File: src/design/assert_macros.svh
// Assertion macros shared by the allocator RTL.
`ifndef ASSERT_MACROS_SVH
`define ASSERT_MACROS_SVH

`ifndef SYNTHESIS
`define FFBA_ASSERT(lbl, clk, rstn, prop) \
    lbl: assert property (@(posedge clk) disable iff (!rstn) prop) \
        else $error("allocator assertion failed");
`define FFBA_NEVER(lbl, clk, rstn, cond) \
    lbl: assert property (@(posedge clk) disable iff (!rstn) !(cond)) \
        else $error("allocator forbidden condition seen");
`else
`define FFBA_ASSERT(lbl, clk, rstn, prop)
`define FFBA_NEVER(lbl, clk, rstn, cond)
`endif

`endif

File: src/design/ffba_pkg.sv
// Package: constants, payload types and codes of the first-fit allocator.
`default_nettype none

package ffba_pkg;

    localparam int MAX_BLOCKS   = 64;
    localparam int HEADER_BYTES = 24;
    localparam int ADDR_BITS    = 24;
    localparam int FIELD_W      = 24;

    localparam int IDX_W = $clog2(MAX_BLOCKS);
    localparam int CNT_W = $clog2(MAX_BLOCKS + 1);
    localparam int END_W = ((ADDR_BITS > FIELD_W) ? ADDR_BITS : FIELD_W) + 2;

    localparam logic REQ_ALLOC = 1'b0;
    localparam logic REQ_FREE  = 1'b1;

    typedef enum logic [2:0] {
        ST_OK        = 3'd0,
        ST_ZERO      = 3'd1,
        ST_EXHAUSTED = 3'd2,
        ST_FULL      = 3'd3,
        ST_UNKNOWN   = 3'd4
    } t_status;

    typedef struct packed {
        logic               req_type;
        logic [FIELD_W-1:0] req_size;
        logic [FIELD_W-1:0] free_addr;
    } t_request;

    typedef struct packed {
        t_status            status;
        logic [FIELD_W-1:0] addr;
        logic               reused;
    } t_result;

    typedef struct packed {
        logic                 free;
        logic [FIELD_W-1:0]   size;
        logic [ADDR_BITS-1:0] start;
    } t_entry;

endpackage

`default_nettype wire

File: src/design/ffba_ram.sv
// Generic single-write, single-read RAM with registered read data.
`default_nettype none

module ffba_ram #(
    parameter int WIDTH = 8,
    parameter int DEPTH = 16
) (
    input  wire logic                     i_clk,
    input  wire logic                     i_we,
    input  wire logic [$clog2(DEPTH)-1:0] i_waddr,
    input  wire logic [WIDTH-1:0]         i_wdata,
    input  wire logic                     i_re,
    input  wire logic [$clog2(DEPTH)-1:0] i_raddr,
    output logic      [WIDTH-1:0]         o_rdata
);

    logic [WIDTH-1:0] r_mem [DEPTH];

    always_ff @(posedge i_clk) begin
        if (i_we) begin
            r_mem[i_waddr] <= i_wdata;
        end
        if (i_re) begin
            o_rdata <= r_mem[i_raddr];
        end
    end

endmodule

`default_nettype wire

File: src/design/ffba_scan.sv
// Request sequencer: walks the table one entry per cycle; frees, reuses, appends.
`default_nettype none

module ffba_scan import ffba_pkg::*; (
    input  wire logic               i_clk,
    input  wire logic               i_rst_n,
    input  wire logic               i_start,
    input  wire t_request           i_req,
    input  wire logic [FIELD_W-1:0] i_heap_limit,
    output logic                    o_busy,
    output logic                    o_res_valid,
    output t_result                 o_res,
    input  wire logic               i_res_take
);

    typedef enum logic [1:0] {
        S_IDLE,
        S_SCAN,
        S_TAIL,
        S_DONE
    } t_state;

    localparam logic [END_W-1:0] LIM_MAX = END_W'((64'd1 << ADDR_BITS) - 64'd1);
    localparam logic [END_W-1:0] HDR     = END_W'(HEADER_BYTES);

    t_state               r_state;
    t_request             r_req;
    t_result              r_res;
    logic [CNT_W-1:0]     r_count;
    logic [ADDR_BITS-1:0] r_top;
    logic [IDX_W-1:0]     r_idx;
    logic                 r_issue;
    logic                 r_pend;
    logic [IDX_W-1:0]     r_pend_idx;
    logic                 r_pend_last;

    t_entry               rd_data;
    t_entry               wr_data;
    logic                 ram_we;
    logic                 ram_re;
    logic [IDX_W-1:0]     ram_waddr;
    logic [$bits(t_entry)-1:0] rd_raw;

    logic                 is_free;
    logic [END_W-1:0]     cand_addr;
    logic                 hit;
    logic                 last_issue;
    logic [END_W-1:0]     tail_end;
    logic [END_W-1:0]     limit;
    logic [END_W-1:0]     limit_ext;
    logic [END_W-1:0]     top_addr;
    logic                 exhausted;
    logic                 full;

    assign rd_data    = t_entry'(rd_raw);
    assign is_free    = (r_req.req_type == REQ_FREE);
    assign cand_addr  = END_W'(rd_data.start) + HDR;
    assign hit        = r_pend && (is_free ? (cand_addr == END_W'(r_req.free_addr))
                                           : (rd_data.free &&
                                              (rd_data.size >= r_req.req_size)));
    assign last_issue = (CNT_W'(r_idx) == (r_count - CNT_W'(1)));
    assign top_addr   = END_W'(r_top) + HDR;
    assign tail_end   = top_addr + END_W'(r_req.req_size);
    assign limit_ext  = END_W'(i_heap_limit);
    assign limit      = (limit_ext > LIM_MAX) ? LIM_MAX : limit_ext;
    assign exhausted  = (tail_end > limit);
    assign full       = (r_count == CNT_W'(MAX_BLOCKS));

    always_comb begin
        ram_re    = (r_state == S_SCAN) && r_issue;
        ram_we    = ((r_state == S_SCAN) && hit) ||
                    ((r_state == S_TAIL) && !exhausted && !full);
        ram_waddr = r_pend_idx;
        wr_data   = '{free: is_free, size: rd_data.size, start: rd_data.start};
        if (r_state == S_TAIL) begin
            ram_waddr = r_count[IDX_W-1:0];
            wr_data   = '{free: 1'b0, size: r_req.req_size, start: r_top};
        end
    end

    ffba_ram #(
        .WIDTH ($bits(t_entry)),
        .DEPTH (MAX_BLOCKS)
    ) u_table (
        .i_clk   (i_clk),
        .i_we    (ram_we),
        .i_waddr (ram_waddr),
        .i_wdata (wr_data),
        .i_re    (ram_re),
        .i_raddr (r_idx),
        .o_rdata (rd_raw)
    );

    always_ff @(posedge i_clk) begin
        if (!i_rst_n) begin
            r_state <= S_IDLE;
            r_count <= '0;
            r_top   <= '0;
            r_issue <= 1'b0;
            r_pend  <= 1'b0;
        end else begin
            unique case (r_state)
                S_IDLE: begin
                    if (i_start) begin
                        r_req  <= i_req;
                        r_idx  <= '0;
                        r_pend <= 1'b0;
                        if (i_req.req_type == REQ_ALLOC && i_req.req_size == '0) begin
                            r_res   <= '{status: ST_ZERO, addr: '0, reused: 1'b0};
                            r_state <= S_DONE;
                        end else if (i_req.req_type == REQ_FREE &&
                                     i_req.free_addr == '0) begin
                            r_res   <= '{status: ST_OK, addr: '0, reused: 1'b0};
                            r_state <= S_DONE;
                        end else if (r_count == '0) begin
                            if (i_req.req_type == REQ_FREE) begin
                                r_res   <= '{status: ST_UNKNOWN, addr: '0, reused: 1'b0};
                                r_state <= S_DONE;
                            end else begin
                                r_state <= S_TAIL;
                            end
                        end else begin
                            r_issue <= 1'b1;
                            r_state <= S_SCAN;
                        end
                    end
                end
                S_SCAN: begin
                    r_pend      <= r_issue;
                    r_pend_idx  <= r_idx;
                    r_pend_last <= last_issue;
                    if (r_issue) begin
                        r_idx <= r_idx + IDX_W'(1);
                        if (last_issue) begin
                            r_issue <= 1'b0;
                        end
                    end
                    if (hit) begin
                        r_issue <= 1'b0;
                        r_pend  <= 1'b0;
                        r_state <= S_DONE;
                        if (is_free) begin
                            r_res <= '{status: ST_OK, addr: '0, reused: 1'b0};
                        end else begin
                            r_res <= '{status: ST_OK, addr: FIELD_W'(cand_addr),
                                       reused: 1'b1};
                        end
                    end else if (r_pend && r_pend_last) begin
                        r_pend <= 1'b0;
                        if (is_free) begin
                            r_res   <= '{status: ST_UNKNOWN, addr: '0, reused: 1'b0};
                            r_state <= S_DONE;
                        end else begin
                            r_state <= S_TAIL;
                        end
                    end
                end
                S_TAIL: begin
                    r_state <= S_DONE;
                    if (exhausted) begin
                        r_res <= '{status: ST_EXHAUSTED, addr: '0, reused: 1'b0};
                    end else if (full) begin
                        r_res <= '{status: ST_FULL, addr: '0, reused: 1'b0};
                    end else begin
                        r_count <= r_count + CNT_W'(1);
                        r_top   <= tail_end[ADDR_BITS-1:0];
                        r_res   <= '{status: ST_OK, addr: FIELD_W'(top_addr),
                                     reused: 1'b0};
                    end
                end
                S_DONE: begin
                    if (i_res_take) begin
                        r_state <= S_IDLE;
                    end
                end
                default: begin
                    r_state <= S_IDLE;
                end
            endcase
        end
    end

    assign o_busy      = (r_state != S_IDLE);
    assign o_res_valid = (r_state == S_DONE);
    assign o_res       = r_res;

endmodule

`default_nettype wire

File: src/design/first_fit_block_allocator_unit.sv
// First-fit heap block allocator: top level with config register and output stage.
//
// Requests arrive on i_valid / i_req and are taken when o_stall is low. A request
// either allocates (req_type 0, req_size bytes) or frees (req_type 1, free_addr).
// Results leave on o_valid / o_res and are taken when i_stall is low.
// i_cfg_we writes heap_limit from i_cfg_wdata; write it only while idle.
// One request is processed at a time; o_stall stays high until its result has
// moved into the output register.
// The table RAM is read one entry per cycle, stopping at the first hit; a zero-size
// allocate, a null free and any request on an empty table skip the table read.
// Reset (synchronous, active low) empties the table, zeroes the heap top and sets
// heap_limit to all ones; table contents are not cleared and need no sweep.
// A stalled result holds in the output register; the next result then waits in
// the sequencer, which holds off new requests.
`default_nettype none
`include "assert_macros.svh"

module first_fit_block_allocator_unit import ffba_pkg::*; (
    input  wire logic               i_clk,
    input  wire logic               i_rst_n,
    input  wire logic               i_valid,
    output logic                    o_stall,
    input  wire t_request           i_req,
    output logic                    o_valid,
    input  wire logic               i_stall,
    output t_result                 o_res,
    input  wire logic               i_cfg_we,
    input  wire logic [FIELD_W-1:0] i_cfg_wdata
);

    logic [FIELD_W-1:0] r_heap_limit;
    logic               r_ovalid;
    t_result            r_out;

    logic               busy;
    logic               start;
    logic               res_valid;
    t_result            res;
    logic               take;

    assign o_stall = busy;
    assign start   = i_valid && !busy;
    assign take    = res_valid && (!r_ovalid || !i_stall);

    ffba_scan u_scan (
        .i_clk        (i_clk),
        .i_rst_n      (i_rst_n),
        .i_start      (start),
        .i_req        (i_req),
        .i_heap_limit (r_heap_limit),
        .o_busy       (busy),
        .o_res_valid  (res_valid),
        .o_res        (res),
        .i_res_take   (take)
    );

    always_ff @(posedge i_clk) begin
        if (!i_rst_n) begin
            r_heap_limit <= '1;
            r_ovalid     <= 1'b0;
        end else begin
            if (i_cfg_we) begin
                r_heap_limit <= i_cfg_wdata;
            end
            if (take) begin
                r_ovalid <= 1'b1;
                r_out    <= res;
            end else if (!i_stall) begin
                r_ovalid <= 1'b0;
            end
        end
    end

    assign o_valid = r_ovalid;
    assign o_res   = r_out;

    `FFBA_ASSERT(a_accept_busy, i_clk, i_rst_n, (i_valid && !o_stall) |=> o_stall)
    `FFBA_NEVER(a_fail_no_addr, i_clk, i_rst_n, o_valid && o_res.status != ST_OK && o_res.addr != '0)
    `FFBA_ASSERT(a_reuse_ok, i_clk, i_rst_n, (o_valid && o_res.reused) |-> (o_res.status == ST_OK))

endmodule

`default_nettype wire

File: config.mk
export PLATFORM = sky130hd
export DESIGN_NAME = first_fit_block_allocator_unit
export DESIGN_NICKNAME = d
export VERILOG_FILES = /design/src/design/ffba_pkg.sv /design/src/design/ffba_ram.sv /design/src/design/ffba_scan.sv /design/src/design/first_fit_block_allocator_unit.sv
export VERILOG_INCLUDE_DIRS = /design/src /design/src/design
export SDC_FILE = /design/constraint.sdc
export NUM_CORES = 2
export LEC_CHECK = 0
export ABC_CLOCK_PERIOD_IN_PS = 8750
export BUFFER_PORTS_ARGS = -buffer_cell sky130_fd_sc_hd__buf_2
export CORE_MARGIN = 2
export CORE_UTILIZATION = 40
export CTS_BUF_LIST = sky130_fd_sc_hd__clkbuf_8
export DETAILED_ROUTE_END_ITERATION = 10
export PLACE_DENSITY = 0.62
export SLEW_MARGIN = 20
export SYNTH_ARGS = -nofsm -noshare
export SYNTH_HDL_FRONTEND = slang
export SYNTH_SLANG_ARGS = --single-unit
File: constraint.sdc
create_clock -name i_clk -period 8.75 [get_ports i_clk]
set_input_delay 2.625 -clock i_clk [delete_from_list [all_inputs] [get_ports i_clk]]
set_output_delay 2.625 -clock i_clk [all_outputs]
set_load 0.02 [all_outputs]
==> key figures <==
Setup path
  • Critical path type: reg -> reg
  • Crit path cell chain: inv_1 -> ha_1 -> nand3b_1 -> nor2_1 -> nand2_1 -> xnor2_1 -> ha_1 -> a21o_1 -> a21o_1 -> a221o_1 -> and2_1 -> o31ai_1 -> a21boi_0 -> xor2_1 -> ha_1 -> or3_1 -> o211ai_1 -> nand4b_1 -> a2111oi_4 -> nand2_2 -> a21boi_4 -> nor3_2 -> buf_4
  • Critical path startpoint category: flop
  • Worst EP arrival: 8.41 ns
  • CP peak stage delay: between 0.8 and 0.9 ns
  • Critical Path Fanout Max: 39
  • Slowest cell on crit path: nor3_2
  • CP endpoint kind: flop
  • R2r setup slk: 1.10 ns
  • Worst Path Buf+Inv: 2
  • Critical path required time: ~9.5 ns
  • Most frequent CP cell: ha_1
  • CP delay by family, top: simple AND/OR/NAND/NOR gates

Die
  • Core area: 327000 um^2
  • Top Ports: 108
  • Cell Rows: 210
  • Die Width: 578 um
  • Die H: 578 um
  • Die area: between 300000 and 400000 um^2
  • Initial Util: 0.402

Timing
  • Fin crit share: 0.874
  • WHS: between 0.4 and 0.5 ns
  • RSZ-0062 raised after global routing: false
  • Max Slew Vio Count: 0
  • Endpoints failing setup: 0
  • Slew HR: 0.218
  • Setup TNS: 0 ns
  • Hold Vio Cnt, Final: 0
  • Fmax: between 100 and 150 MHz
  • Post-Route Skew: 0.0689 ns
  • Minimum clock period: around 7.7 ns
  • Final setup margin: 1.10 ns
  • Worst slew pin tran: 1.17 ns

Drt
  • 1st-iter DRT viols: 8854
  • # DRC: 0
  • 1st-pass router iterations: 5
  • Wire per inst: 31.9 um
  • Total wire length: 351 mm
  • Vias per cell: 5.84
  • Antenna-violating nets left: 0
  • Via Count: about 64000

GRT
  • First-pass GRT wire length: slightly below 500 mm
  • Largest net degree at the start of global routing: 132
  • Grt ovf: 0
  • Number of global-route vias before repair: between 60000 and 70000
  • Initial antenna violation count: 47
  • Total GRT Usage: 0.208

Final layout
  • Final core utilization: 0.453
  • Fin area: 148000 um^2
  • Share of cells above drive strength 1: 0.318
  • Fill count: 27100
  • Nets: about 6400
  • Area Growth Syn to Fin: 12.7%
  • Final cell count without fillers: 11000

Power and ir drop
  • Worst vdd ir: roughly 0.00022 V
  • Pwr dens: approximately 290 nW/um^2
  • Leakage: 46.9 nW
  • Total power: 42.9 mW

Job
  • Maxcap violations: 0

Place
  • Placed insts: 10000
  • GP Congestion: around 0.88
  • Placed cell area: 139000 um^2
  • Placed wire-length estimate: 216 mm
  • IO buf count: 107
  • Pre-CTS setup slack: 1.16 ns

Clock network
  • Post-CTS setup buffer count: 0
  • Worst-Skew Late Latency: 1.13 ns
  • CTS Hold Bufs: 0
  • Clock Sinks: 3363
  • Clock Tree Buf Depth: 4
  • CTS Buf Count: 545
  • Post-cts resize count: 0
  • CTS tree: done
  • Clk root buf: clkbuf_8
  • Clk slew on worst S/H paths: approximately 0.070 ns
  • CTS H-tree depth: 6

Yosys
  • Register area share after synthesis: 0.763
  • Post-Synthesis Cells: 5713
  • Mean Syn Cell Area: 23.0 um^2
  • Flops & latches, synth: 3363
  • Post-synth EDFFs: around 3300
  • Synth cell types: between 80 and 90
  • Yosys Warn Count: 0
  • Mapped cell area: roughly 130000 um^2
  • Main synth FF type: edfxtp_1
  • Synth async-reset ratio: 0
  • Total nets after synthesis: 5873

Outcome
  • Status: completed

Min path
  • HP Class: reg -> reg
-- state kept, by name, indices dropped and copies added (netlist names) --
signal / cells
u_scan.is_free: 1
u_scan.r_top: 24
u_scan.u_table.r_mem: 3136
u_scan.r_idx: 6
u_scan.u_table.o_rdata: 49
u_scan.r_req: 48
u_scan.r_pend_idx: 6
u_scan.r_pend_last: 1
o_res: 28
u_scan.r_pend: 1
r_heap_limit: 24
o_valid: 1
u_scan.r_state: 2
u_scan.r_count: 7
u_scan.o_res: 28
u_scan.r_issue: 1
-- power by group --
group,internal (mW),switching (mW),total (mW)
clock network,6.27,6.19,12.5
registers,19.4,0.265,19.7
logic,3.70,7.04,10.7
total,29.4,13.5,42.9
-- cell families (layout without fill, tap and decap cells) --
group / count (synthesis) / in the layout / synth area share
XOR/XNOR: 87 / 87 / 0.00589
other: 0 / 11 / 0
multiplexers: 1094 / 1094 / 0.181
AND/OR/NAND/NOR: 441 / 441 / 0.0174
buffers and inverters: 389 / 1314 / 0.0117
AO/OA/AOI/OAI: 256 / 256 / 0.0131
adder cells (fa/ha/maj): 83 / 83 / 0.00793
flip-flops: 3363 / 3363 / 0.763
-- worst reg2reg max path, stage by stage, from the launching register on --
cell	delay [ns]
dfxtp_1	0.42
inv_1	0.10
ha_1	0.23
nand3b_1	0.27
nor2_1	0.26
nand2_1	0.10
xnor2_1	0.26
ha_1	0.36
a21o_1	0.21
a21o_1	0.17
a221o_1	0.38
and2_1	0.18
o31ai_1	0.40
a21boi_0	0.19
xor2_1	0.25
ha_1	0.29
or3_1	0.35
o211ai_1	0.12
nand4b_1	0.22
a2111oi_4	0.47
nand2_2	0.12
a21boi_4	0.28
nor3_2	0.91
buf_4	0.68
-- cells in the mapped netlist (34+ instances only) --
cell / number / area (um^2)
nor3_1: 83 / 415
a21oi_1: 52 / 260
inv_1: 93 / 349
o21ai_0: 61 / 305
edfxtp_1: 3303 / 99200
nand4_1: 39 / 244
nand3_1: 34 / 170
buf_1: 72 / 270
nand2_1: 107 / 402
o211ai_1: 36 / 270
ha_1: 81 / 1010
nor2_1: 60 / 225
mux2_2: 43 / 484
xnor2_1: 56 / 490
mux4_2: 1029 / 23200
dfxtp_1: 60 / 1200
clkbuf_1: 204 / 766
-- cell type report --
cell class	instances	area, um^2	share of cell area
Clock inverter	379	2090	0.0141
Tap cell	4346	5440	0.0367
Antenna cell	11	27.5	0.000186
Clock buffer	557	7670	0.0517
Multi-Input combinational cell	1961	30300	0.204
Sequential cell	3363	100000	0.677
Timing Repair Buffer	285	2070	0.0140
Inverter	93	349	0.00235
-- layer usage --
| layer | up-vias | track usage | wire [um] |
|---|---|---|---|
| met1 | 34700 | 0.315 | 150000 |
| met5 | - | 0 | 49 |
| met3 | 466 | 0.0478 | 36200 |
| li1 | 25600 | - | - |
| met2 | 3408 | 0.305 | 157000 |
| met4 | 6 | 0.0522 | 7640 |
-- placed cells by master, fill, tap and decap left out, types with 51 or more instances in the layout --
cell type,count
inv_1,255
nor2_1,58
clkbuf_8,557
nor3_2,64
xnor2_1,56
o21ai_0,52
clkinv_1,111
nand2_1,107
mux4_2,1029
buf_2,107
edfxtp_1,3303
buf_4,162
a21oi_1,51
ha_1,80
dfxtp_1,60
-- final timing paths --
check / startpoint / endpoint / cells past startpoint
min: u_scan.o_res[12] / o_res[12] / 0
max reg2reg: u_scan.r_top[3] / u_scan.u_table.r_mem[57][24] / 23
max: u_scan.r_top[3] / u_scan.u_table.r_mem[57][24] / 23
min reg2reg: u_scan.o_res[12] / o_res[12] / 0
(Power assumes the default switching activity.)
